$ cat src/hdl/nsf_pkg.sv
// shared constants, codes and helper functions of the nmea sentence framer
package nsf_pkg;

  // longest line kept, the newline not counted, is LINE_CAPACITY - 2 bytes
  localparam int LINE_CAPACITY = 256;
  localparam int LEN_W = $clog2(LINE_CAPACITY);

  localparam logic [7:0] CH_START = 8'h24;  // '$'
  localparam logic [7:0] CH_END   = 8'h0A;  // newline
  localparam logic [7:0] CH_STAR  = 8'h2A;  // '*'
  localparam logic [7:0] CH_COMMA = 8'h2C;  // ','

  localparam int NUM_HEADERS = 6;
  localparam int HEADER_LEN  = 6;

  // header i owns bit i of the prefix match vector
  localparam logic [0:NUM_HEADERS-1][8*HEADER_LEN-1:0] HEADERS = '{
    "$GPGGA", "$GNGGA", "$GPRMC", "$GNRMC", "$GPGSA", "$GNGSA"
  };

  localparam logic [7:0] MIN_FIELDS_ANY = 8'd2;
  localparam logic [7:0] MIN_FIELDS_GGA = 8'd14;
  localparam logic [7:0] MIN_FIELDS_RMC = 8'd12;
  localparam logic [7:0] MIN_FIELDS_GSA = 8'd18;
  localparam logic [7:0] COMMA_MAX      = 8'd255;

  typedef enum logic [2:0] {
    ST_ACCEPTED   = 3'd0,
    ST_UNKNOWN    = 3'd1,
    ST_BAD_START  = 3'd2,
    ST_TOO_SHORT  = 3'd3,
    ST_SUM_ERROR  = 3'd4,
    ST_FEW_FIELDS = 3'd5
  } line_status_e;

  typedef enum logic [1:0] {
    KIND_OTHER = 2'd0,
    KIND_GGA   = 2'd1,
    KIND_RMC   = 2'd2,
    KIND_GSA   = 2'd3
  } sentence_kind_e;

  // byte number pos of header idx
  function automatic logic [7:0] header_byte(input int idx, input logic [2:0] pos);
    logic [8*HEADER_LEN-1:0] hdr;
    hdr = HEADERS[idx];
    return hdr[8*(HEADER_LEN-1-int'(pos)) +: 8];
  endfunction

  // {is_hex, nibble}
  function automatic logic [4:0] hex_digit(input logic [7:0] c);
    logic [4:0] r;
    r = 5'd0;
    if (c >= 8'h30 && c <= 8'h39) begin
      r = {1'b1, 4'(c - 8'h30)};
    end else if (c >= 8'h41 && c <= 8'h46) begin
      r = {1'b1, 4'(c - 8'h41 + 8'd10)};
    end else if (c >= 8'h61 && c <= 8'h66) begin
      r = {1'b1, 4'(c - 8'h61 + 8'd10)};
    end
    return r;
  endfunction

endpackage

$ cat src/hdl/nsf_rx_if.sv
// valid/ready channel that carries one received serial byte
interface nsf_rx_if;
  logic       valid;
  logic       ready;
  logic [7:0] rx_byte;

  modport source (output valid, output rx_byte, input ready);
  modport sink   (input valid, input rx_byte, output ready);
endinterface

$ cat src/hdl/nsf_line_if.sv
// valid/ready channel that carries one line verdict
interface nsf_line_if;
  logic        valid;
  logic        ready;
  logic [2:0]  line_status;
  logic [1:0]  sentence_kind;
  logic [7:0]  fields_in_line;
  logic [7:0]  computed_sum;
  logic [7:0]  received_sum;
  logic [31:0] good_lines;
  logic [31:0] sum_failures;
  logic [31:0] start_failures;

  modport source (
    output valid, output line_status, output sentence_kind, output fields_in_line,
    output computed_sum, output received_sum, output good_lines, output sum_failures,
    output start_failures, input ready
  );
  modport sink (
    input valid, input line_status, input sentence_kind, input fields_in_line,
    input computed_sum, input received_sum, input good_lines, input sum_failures,
    input start_failures, output ready
  );
endinterface

$ cat src/hdl/nmea_sentence_framer_top.sv
// top level of the nmea sentence framer: line framing, checksum and verdict logic
//
// Accepts one received serial byte per cycle on rx_i and gives one verdict on line_o
// for each newline byte; other bytes give no transaction. A byte is held in the
// input register, where the per-line summaries (running xor, hex checksum digits,
// comma count, header prefix match) are updated, and a verdict then sits in the
// output register until taken. Sustained rate is one byte per cycle; the only thing
// that slows it is a stalled verdict, which holds back a following newline byte
// while ordinary bytes keep flowing. A newline passes through both registers. A line
// that reaches LINE_CAPACITY - 1 bytes without a newline is dropped silently and the
// next byte starts a new line. Counters wrap at 32 bits.
module nmea_sentence_framer_top (
  input  logic         clk_i,
  input  logic         rst_ni,
  nsf_rx_if.sink       rx_i,
  nsf_line_if.source   line_o
);

  localparam int LW = nsf_pkg::LEN_W;
  localparam logic [LW-1:0] LEN_LIMIT = LW'(nsf_pkg::LINE_CAPACITY - 1);

  // input register
  logic       in_valid_q;
  logic [7:0] in_byte_q;

  // per-line summaries
  logic [LW-1:0] len_q, len_d;
  logic          first_q, first_d;
  logic [7:0]    xor_q, xor_d;
  logic          star_q, star_d;
  logic [1:0]    hexn_q, hexn_d;
  logic [7:0]    hexv_q, hexv_d;
  logic          hexstop_q, hexstop_d;
  logic [nsf_pkg::NUM_HEADERS-1:0] prefix_q, prefix_d;
  logic [7:0]    comma_q, comma_d;

  // running counters
  logic [31:0] good_q, good_d;
  logic [31:0] sumerr_q, sumerr_d;
  logic [31:0] starterr_q, starterr_d;

  // output register
  logic                    out_valid_q;
  nsf_pkg::line_status_e   out_status_q, status_d;
  nsf_pkg::sentence_kind_e out_kind_q, kind_d;
  logic [7:0]              out_fields_q, fields_d;
  logic [7:0]              out_xor_q;
  logic [7:0]              out_hex_q;

  logic is_end;
  logic in_fire;   // input register moves on this cycle
  logic out_load;  // verdict enters the output register
  logic out_free;

  assign is_end   = (in_byte_q == nsf_pkg::CH_END);
  assign out_free = !out_valid_q || line_o.ready;
  assign in_fire  = in_valid_q && (!is_end || out_free);
  assign out_load = in_fire && is_end;

  // input can advance whenever the held byte does
  assign rx_i.ready = !in_valid_q || in_fire;

  // per-byte update of the line summaries
  always_comb begin
    logic [4:0]    hd;
    logic [LW-1:0] len_inc;
    first_d   = first_q;
    xor_d     = xor_q;
    star_d    = star_q;
    hexn_d    = hexn_q;
    hexv_d    = hexv_q;
    hexstop_d = hexstop_q;
    prefix_d  = prefix_q;
    comma_d   = comma_q;
    hd        = nsf_pkg::hex_digit(in_byte_q);
    len_inc   = len_q + LW'(1);
    len_d     = len_inc;

    if (len_q == '0) begin
      first_d = (in_byte_q == nsf_pkg::CH_START);
    end
    if (len_q < LW'(nsf_pkg::HEADER_LEN)) begin
      for (int i = 0; i < nsf_pkg::NUM_HEADERS; i++) begin
        if (nsf_pkg::header_byte(i, len_q[2:0]) != in_byte_q) begin
          prefix_d[i] = 1'b0;
        end
      end
    end
    if (in_byte_q == nsf_pkg::CH_COMMA && comma_q != nsf_pkg::COMMA_MAX) begin
      comma_d = comma_q + 8'd1;
    end
    if (star_q) begin
      // up to two hex digits right after the star
      if (!hexstop_q && hexn_q != 2'd2) begin
        if (!hd[4]) begin
          hexstop_d = 1'b1;
        end else begin
          hexv_d = {hexv_q[3:0], hd[3:0]};
          hexn_d = hexn_q + 2'd1;
        end
      end
    end else if (in_byte_q == nsf_pkg::CH_STAR) begin
      star_d = 1'b1;
    end else if (len_q != '0) begin
      xor_d = xor_q ^ in_byte_q;
    end
  end

  // verdict for a newline, from the summaries held so far
  always_comb begin
    good_d     = good_q;
    sumerr_d   = sumerr_q;
    starterr_d = starterr_q;
    kind_d     = nsf_pkg::KIND_OTHER;
    if (len_q >= LW'(nsf_pkg::HEADER_LEN)) begin
      if (prefix_q[1:0] != 2'b00) begin
        kind_d = nsf_pkg::KIND_GGA;
      end else if (prefix_q[3:2] != 2'b00) begin
        kind_d = nsf_pkg::KIND_RMC;
      end else if (prefix_q[5:4] != 2'b00) begin
        kind_d = nsf_pkg::KIND_GSA;
      end
    end
    fields_d = (comma_q != nsf_pkg::COMMA_MAX) ? comma_q + 8'd1 : nsf_pkg::COMMA_MAX;

    if (len_q == '0 || !first_q) begin
      status_d   = nsf_pkg::ST_BAD_START;
      starterr_d = starterr_q + 32'd1;
    end else if (len_q < LW'(2)) begin
      // "$" alone before the newline
      status_d = nsf_pkg::ST_TOO_SHORT;
    end else if (!star_q || xor_q != hexv_q) begin
      status_d = nsf_pkg::ST_SUM_ERROR;
      sumerr_d = sumerr_q + 32'd1;
    end else begin
      good_d = good_q + 32'd1;
      if (fields_d < nsf_pkg::MIN_FIELDS_ANY) begin
        status_d = nsf_pkg::ST_FEW_FIELDS;
      end else begin
        case (kind_d)
          nsf_pkg::KIND_GGA: status_d = (fields_d < nsf_pkg::MIN_FIELDS_GGA) ?
                                        nsf_pkg::ST_FEW_FIELDS : nsf_pkg::ST_ACCEPTED;
          nsf_pkg::KIND_RMC: status_d = (fields_d < nsf_pkg::MIN_FIELDS_RMC) ?
                                        nsf_pkg::ST_FEW_FIELDS : nsf_pkg::ST_ACCEPTED;
          nsf_pkg::KIND_GSA: status_d = (fields_d < nsf_pkg::MIN_FIELDS_GSA) ?
                                        nsf_pkg::ST_FEW_FIELDS : nsf_pkg::ST_ACCEPTED;
          default:           status_d = nsf_pkg::ST_UNKNOWN;
        endcase
      end
    end
  end

  // input register
  always_ff @(posedge clk_i or negedge rst_ni) begin
    if (!rst_ni) begin
      in_valid_q <= 1'b0;
    end else if (rx_i.ready) begin
      in_valid_q <= rx_i.valid;
    end
  end

  always_ff @(posedge clk_i) begin
    if (rx_i.valid && rx_i.ready) begin
      in_byte_q <= rx_i.rx_byte;
    end
  end

  // line state and counters
  always_ff @(posedge clk_i or negedge rst_ni) begin
    if (!rst_ni) begin
      len_q      <= '0;
      first_q    <= 1'b0;
      xor_q      <= 8'd0;
      star_q     <= 1'b0;
      hexn_q     <= 2'd0;
      hexv_q     <= 8'd0;
      hexstop_q  <= 1'b0;
      prefix_q   <= '1;
      comma_q    <= 8'd0;
      good_q     <= 32'd0;
      sumerr_q   <= 32'd0;
      starterr_q <= 32'd0;
    end else if (in_fire) begin
      if (is_end || len_d >= LEN_LIMIT) begin
        // newline ends the line, overflow drops it
        len_q     <= '0;
        first_q   <= 1'b0;
        xor_q     <= 8'd0;
        star_q    <= 1'b0;
        hexn_q    <= 2'd0;
        hexv_q    <= 8'd0;
        hexstop_q <= 1'b0;
        prefix_q  <= '1;
        comma_q   <= 8'd0;
      end else begin
        len_q     <= len_d;
        first_q   <= first_d;
        xor_q     <= xor_d;
        star_q    <= star_d;
        hexn_q    <= hexn_d;
        hexv_q    <= hexv_d;
        hexstop_q <= hexstop_d;
        prefix_q  <= prefix_d;
        comma_q   <= comma_d;
      end
      if (is_end) begin
        good_q     <= good_d;
        sumerr_q   <= sumerr_d;
        starterr_q <= starterr_d;
      end
    end
  end

  // output register
  always_ff @(posedge clk_i or negedge rst_ni) begin
    if (!rst_ni) begin
      out_valid_q <= 1'b0;
    end else if (out_load) begin
      out_valid_q <= 1'b1;
    end else if (line_o.ready) begin
      out_valid_q <= 1'b0;
    end
  end

  always_ff @(posedge clk_i) begin
    if (out_load) begin
      out_status_q <= status_d;
      out_kind_q   <= kind_d;
      out_fields_q <= fields_d;
      out_xor_q    <= xor_q;
      out_hex_q    <= hexv_q;
    end
  end

  assign line_o.valid          = out_valid_q;
  assign line_o.line_status    = out_status_q;
  assign line_o.sentence_kind  = out_kind_q;
  assign line_o.fields_in_line = out_fields_q;
  assign line_o.computed_sum   = out_xor_q;
  assign line_o.received_sum   = out_hex_q;
  // counters already hold the value after the verdict shown
  assign line_o.good_lines     = good_q;
  assign line_o.sum_failures   = sumerr_q;
  assign line_o.start_failures = starterr_q;

  // line length never reaches the overflow limit
  a_len_bound: assert property (@(posedge clk_i) disable iff (!rst_ni)
    len_q < LEN_LIMIT)
    else $error("line length reached overflow limit");

  // a verdict is loaded only for a newline byte
  a_load_on_end: assert property (@(posedge clk_i) disable iff (!rst_ni)
    out_load |-> (in_byte_q == nsf_pkg::CH_END) && out_free)
    else $error("verdict loaded without newline or over a pending verdict");

  // counters move only with a verdict
  a_count_stable: assert property (@(posedge clk_i) disable iff (!rst_ni)
    !out_load |=> $stable(good_q) && $stable(sumerr_q) && $stable(starterr_q))
    else $error("counter changed without a verdict");

  // an accepted line always has a known kind
  a_accept_kind: assert property (@(posedge clk_i) disable iff (!rst_ni)
    (out_valid_q && out_status_q == nsf_pkg::ST_ACCEPTED) |->
      out_kind_q != nsf_pkg::KIND_OTHER)
    else $error("accepted line with unknown kind");

endmodule
$ cat src/flat_wrapper.sv
// flat-port wrapper written by rule: the top's interface ports become plain ports
module nmea_sentence_framer_top_flat 
  (clk_i, rst_ni, rx_i_valid, rx_i_rx_byte, rx_i_ready, line_o_valid, line_o_line_status, line_o_sentence_kind, line_o_fields_in_line, line_o_computed_sum, line_o_received_sum, line_o_good_lines, line_o_sum_failures, line_o_start_failures, line_o_ready);
  nsf_rx_if rx_i_i ();
  nsf_line_if line_o_i ();
  input  logic clk_i;
  input  logic rst_ni;
  input wire logic [$bits(rx_i_i.valid)-1:0] rx_i_valid;
  input wire logic [$bits(rx_i_i.rx_byte)-1:0] rx_i_rx_byte;
  output wire logic [$bits(rx_i_i.ready)-1:0] rx_i_ready;
  output wire logic [$bits(line_o_i.valid)-1:0] line_o_valid;
  output wire logic [$bits(line_o_i.line_status)-1:0] line_o_line_status;
  output wire logic [$bits(line_o_i.sentence_kind)-1:0] line_o_sentence_kind;
  output wire logic [$bits(line_o_i.fields_in_line)-1:0] line_o_fields_in_line;
  output wire logic [$bits(line_o_i.computed_sum)-1:0] line_o_computed_sum;
  output wire logic [$bits(line_o_i.received_sum)-1:0] line_o_received_sum;
  output wire logic [$bits(line_o_i.good_lines)-1:0] line_o_good_lines;
  output wire logic [$bits(line_o_i.sum_failures)-1:0] line_o_sum_failures;
  output wire logic [$bits(line_o_i.start_failures)-1:0] line_o_start_failures;
  input wire logic [$bits(line_o_i.ready)-1:0] line_o_ready;
  assign rx_i_i.valid = rx_i_valid;
  assign rx_i_i.rx_byte = rx_i_rx_byte;
  assign rx_i_ready = rx_i_i.ready;
  assign line_o_valid = line_o_i.valid;
  assign line_o_line_status = line_o_i.line_status;
  assign line_o_sentence_kind = line_o_i.sentence_kind;
  assign line_o_fields_in_line = line_o_i.fields_in_line;
  assign line_o_computed_sum = line_o_i.computed_sum;
  assign line_o_received_sum = line_o_i.received_sum;
  assign line_o_good_lines = line_o_i.good_lines;
  assign line_o_sum_failures = line_o_i.sum_failures;
  assign line_o_start_failures = line_o_i.start_failures;
  assign line_o_i.ready = line_o_ready;
  nmea_sentence_framer_top u_core (.clk_i(clk_i), .rst_ni(rst_ni), .rx_i(rx_i_i), .line_o(line_o_i));
endmodule
$ cat config.mk
export PLATFORM = sky130hd
export DESIGN_NAME = nmea_sentence_framer_top_flat
export DESIGN_NICKNAME = d
export VERILOG_FILES = /design/src/hdl/nsf_pkg.sv /design/src/hdl/nsf_rx_if.sv /design/src/hdl/nsf_line_if.sv /design/src/hdl/nmea_sentence_framer_top.sv /design/src/flat_wrapper.sv
export SDC_FILE = /design/constraint.sdc
export NUM_CORES = 1
export LEC_CHECK = 0
export BUFFER_PORTS_ARGS = -buffer_cell sky130_fd_sc_hd__buf_2
export CAP_MARGIN = 5
export CORE_MARGIN = 4
export CORE_UTILIZATION = 50
export DETAILED_ROUTE_END_ITERATION = 16
export PLACE_DENSITY = 0.72
export SLEW_MARGIN = 20
export SYNTH_ARGS = -nofsm -noshare
export SYNTH_HDL_FRONTEND = slang
export SYNTH_SLANG_ARGS = --single-unit
$ cat constraint.sdc
create_clock -name clk_i -period 4.3 [get_ports clk_i]
set_clock_uncertainty 0.15 [all_clocks]
set_input_delay 0.645 -clock clk_i [delete_from_list [all_inputs] [get_ports clk_i]]
set_output_delay 0.645 -clock clk_i [all_outputs]
set_load 0.01 [all_outputs]
# Yosys cells after proc, flatten, opt, wreduce, memory -nomap -nowiden
# Cells that the tools add are included.
# op_classes
n_addsub	12
n_reduce_logical	54
n_eq_ne	19
muxes	49
bitwise_logic	4
n_lt_le_gt_ge	14
shifts	6
# ops
operator	n
48-bit by 32-bit indexed part select with 8-bit output (first input constant)	6
32-bit by 1-bit adder with 32-bit output (second input constant)	3
8-bit 2-to-1 mux	12
8-bit != test	7
2-bit nonzero test	17
8-bit by 6-bit equality test with 1-bit output (second input constant)	3
3-bit AND reduction	7
1-bit 2-to-1 mux	18
8-bit by 1-bit adder with 8-bit output (second input constant)	2
8-bit by 7-bit >= comparator with 1-bit output (second input constant)	2
8-bit by 7-bit <= comparator with 1-bit output (second input constant)	2
8-bit by 2-bit less-than comparator with 1-bit output (second input constant)	2
8-bit by 4-bit less-than comparator with 1-bit output (second input constant)	2
2-bit 2-to-1 mux	8
3-bit 2-to-1 mux	5
5-bit 2-to-1 mux	3
6-bit 2-to-1 mux	2
4-bit AND reduction	3
4-bit by 1-bit subtractor with 4-bit output (second input constant)	3
5-bit AND reduction	2
3-bit case mux with 3 select lines	1
4-bit adder (second input constant)	2
8-bit by 4-bit equality test with 1-bit output (second input constant)	1
8-bit by 3-bit >= comparator with 1-bit output (second input constant)	1
20 further kinds	44
# word_totals
regBits	178
inputBits	12
elab_cells	184
output_inout_bits	127

# Longest topological paths before layout
# logic_depth
ltp_word	10
ltp_mapped	11
mapped_depth_nobuf	9

# Worst setup path before layout
# OpenSTA, ideal clock, no wires.
# synth_path
kind	reg2reg
startpoint	register u_core.in_byte_q[0]
endpoint	register u_core.starterr_q[11], in the netlist u_core.line_o.start_failures[11]
path_stages_with_launch	11
setup_slack_ns	0.948
period_less_slack_ns	3.352
setup_ns	0.125
t_arrival_ns	3.077
cell_sequence	edfxtp_1 -> clkbuf_1 -> inv_1 -> ha_1 -> nor4bb_1 -> nand4_1 -> inv_1 -> o21ai_0 -> nor3_1 -> nand3_1 -> xnor2_1
# synth_via
elab_chain_cells	5
# synth_rtl
item	line	source
start: declaration	nmea_sentence_framer_top.sv:24	logic [7:0] in_byte_q;
start signal: assignment	nmea_sentence_framer_top.sv:164	in_byte_q <= rx_i.rx_byte;
8-bit by 4-bit equality test with 1-bit output *	nmea_sentence_framer_top.sv:55	assign is_end = (in_byte_q == nsf_pkg::CH_END);
1-bit zero test	nmea_sentence_framer_top.sv:57	assign in_fire = in_valid_q && (!is_end || out_free);
1-bit logical OR	nmea_sentence_framer_top.sv:57	
1-bit logical AND	nmea_sentence_framer_top.sv:57	
3-bit AND reduction (no source line) *	--	
end signal: assignment	nmea_sentence_framer_top.sv:209	starterr_q <= starterr_d;
end: declaration	nmea_sentence_framer_top.sv:40	logic [31:0] starterr_q, starterr_d;
# Every way passes the cells marked *; elsewhere a longest branch is shown, timed or not.
# A chain may end at the register's enable or synchronous reset.

# Worst setup path after layout
# layout_path
startpoint	register u_core.in_byte_q[0]
endpoint	output port rx_i_ready
# layout_via
elab_chain_cells	5
# layout_rtl
item	line	source
8-bit by 4-bit equality test with 1-bit output	nmea_sentence_framer_top.sv:55	
1-bit zero test	nmea_sentence_framer_top.sv:57	
1-bit logical OR	nmea_sentence_framer_top.sv:57	
1-bit logical AND	nmea_sentence_framer_top.sv:57	
1-bit logical OR	nmea_sentence_framer_top.sv:61	assign rx_i.ready = !in_valid_q || in_fire;
end: declaration	flat_wrapper.sv:10	output wire logic [$bits(rx_i_i.ready)-1:0] rx_i_ready;
# No other way between the ends.

==> out/results.tsv <==
metric	value	unit
library cells used by synthesis	72	
worst setup margin	0.961	ns
ratio of cells with drive above 1 in the final layout	21.3	%
total power	4.44	mW
placed insts	1215	
FMAX	0.300	GHz
setup bufs post-CTS	0	
die width	143	um
RSZ-0062 raised after global routing	false	
FF-to-FF End	u_core.line_o.sum_failures[20]	
CTS H-Tree Depth	4	
post-cts resize count	0	
Layout Cells excl Fill	1247	
max-cap violations	0	
WL met3	1.37	mm
CP endpoint	rx_i_ready	
met2 wire length	9.35	mm
final hold vios	0	
vias in the first global route	6505	
setup slack after placement	1.06	ns
Area Growth Syn to Fin	16.0	%
CP Launch Type	flip-flop	
final wirelength	20.2	mm
Setup crit start	u_core.in_byte_q[0]	
Finished Cell Area	10600	sq um
Post-synth EDFFs	37	
hold buffers post-CTS	0	
Least-Margin Pin Slew	1.00	ns
number of remaining DRC errors	0	
Bufs on Longest Clock Path	2	
CP max FO	10	
Area after DPL	9990	sq um
placer congestion estimate	0.906	
r2r startpoint	u_core.in_byte_q[0]	
Die Y	143	um
crit path DAT	2.54	ns
Static Leak	4.96	nW
Clk Latency, worst-skew pair	0.43	ns
full die area	20500	sq um
vias per cell	5.55	
Pwr Density	418	nW/um^2
synth top area cells	dfrtp_1 (37%), edfxtp_1 (12%), xnor2_1 (8.1%)	
ys flop type	dfrtp_1	
GRT Total Usage	20.1	%
Tmin final	3.34	ns
total CTS buffers	17	
Top Metal Used	met4	
worst path cell trace	inv_1 -> ha_1 -> nand4bb_1 -> nor3_1 -> nand2_1 -> buf_2	
Synthesized Nets	911	
relative slew slack	33.0	%
Cell Rows	49	
Final HPWL DP	14.6	mm
Setup Viol. Count Final	0	
status	finished clean	
IO Count	139	
core area	18000	sq um
cells after synthesis	882	
Post-synth ARST share	79.2	%
r2r worst-path depth	8	
Final #Nets	1034	
Setup Crit Path Kind	flip-flop to output port	
setup TNS	0	ns
antenna-violating nets left	0	
register bit total from synthesis	178	
ant diodes	0	
largest net degree at the start of global routing	91	
crit-path max cell delay	0.58	ns
Crit path max-delay family	simple AND/OR/NAND/NOR gates	
Yosys top cell area share	37.0	%
initial antenna violation count	0	
fin crit share	77.6	%
CTS tree	yes	
crit path buf inv count	2	
DR WL/cell	16.2	um
I/O Buffers	138	
setup slack, reg-to-reg	0.98	ns
min-delay worst type	input pin to async pin	
post-synthesis sequential area ratio	50.8	%
initial core utilization	50.9	%
CP max stage cell	edfxtp_1	
total gr overflow	0	
syn_area_per_cell	10.4	sq um
largest area contributor in the netlist	dfrtp_1	
vias	6923	
Peak VDD IR	0.293	mV
Yosys Warn Count	0	
Critical Path RT	3.50	ns
M1 wire length	9.29	mm
drt pass-1 iters	5	
Worst path depth	6	
Setup crit end kind	output port	
first-pass GRT wire length	33.3	mm
clock sinks	178	
Clock Pin Slew Worst Setup and Hold Paths	0.07	ns
DR iter-0 viols	532	
Synth Cell Area	9140	sq um
root buffer cell	clkbuf_16	
max-slew violations	0	
## per-layer routing
metal | up-vias | global-route usage [%]
met5 | - | 0
li1 | 3362 | -
met4 | 0 | 5.60
met2 | 210 | 30.5
met3 | 17 | 4.25
met1 | 3334 | 29.4
## how the worst min path moves through the flow
stage / endpoint / slack, ns / depth (start not counted)
global placement: u_core.line_o.good_lines[31] / 0.30 / 1
finish: u_core.comma_q[6] / 0.13 / 1
floorplan: u_core.comma_q[0] / 0.20 / 0
global route: u_core.comma_q[6] / 0.19 / 1
CTS: u_core.comma_q[3] / 0.17 / 1
detailed placement: u_core.line_o.start_failures[31] / 0.32 / 1
## cell usage in the layout, fill, tap and decap left out, drive strengths merged, types with 31 or more instances in the layout
cell type	instances
edfxtp	37
nor2	62
nor3	35
nand2	84
dfrtp	135
nand4	33
buf	147
xor2	41
xnor2	85
nand3	46
inv	44
o21ai	31
## Yosys cell counts (all sizes together) (6+ instances only)
cell type,n
nand4,33
buf,17
a21oi,14
nor4b,6
and2,11
nor3,35
and3,18
mux2i,6
edfxtp,37
nor2b,7
clkbuf,26
xnor2,85
and4,7
nor4,11
dfstp,6
nand2,84
dfrtp,135
o22ai,7
nand2b,11
xor2,41
nor2,62
nand3,46
inv,37
a31oi,7
ha,17
o21ai,31
a211oi,11
a22o,8
## sequential cells by signal, summed over array words and instances (netlist names), 3 cells and up
register                      flops
u_core.comma_q                    8
u_core.hexv_q                     8
u_core.in_byte_q                  8
u_core.len_q                      8
u_core.line_o.computed_sum        8
u_core.line_o.fields_in_line      8
u_core.line_o.good_lines         32
u_core.line_o.line_status         3
u_core.line_o.received_sum        8
u_core.line_o.start_failures     32
u_core.line_o.sum_failures       32
u_core.prefix_q                   6
u_core.xor_q                      8
## power by group
part / switching, mW / internal [mW] / leakage, nW
clock: 0.701 / 0.873 / 0.296
combinational: 0.503 / 0.355 / 2.48
sequential: 0.156 / 1.85 / 2.18
total: 1.36 / 3.08 / 4.96
## per-stage QoR
step | utilization (%) | hold slack [ns]
2_1_floorplan | - | 0.199
6_report | 59.0 | 0.129
3_5_place_dp | 55.6 | 0.323
5_1_grt | 59.0 | 0.192
4_1_cts | 59.0 | 0.169
3_3_place_gp | 55.6 | 0.304
## area by class of cell
type,count,area [sq um]
Timing Repair Buffer,147,777
Sequential cell,178,4650
Clock inverter,12,138
Multi-Input combinational cell,624,4150
Clock buffer,20,468
Fill cell,1485,7360
Tap cell,229,287
Inverter,37,139
## cell families (layout without fill, tap and decap cells)
family,Yosys count,in the layout,synth area share [%]
muxes,8,8,0.904
and+or+nand+nor,356,356,20.9
adders and majority gates,17,17,2.33
AOI/OAI and AO/OA,117,117,9.04
DFF,178,178,50.8
xor gates and xnor gates,126,126,12.1
buffers and inverters,80,216,3.87
Power figures use the tool's default switching activity.
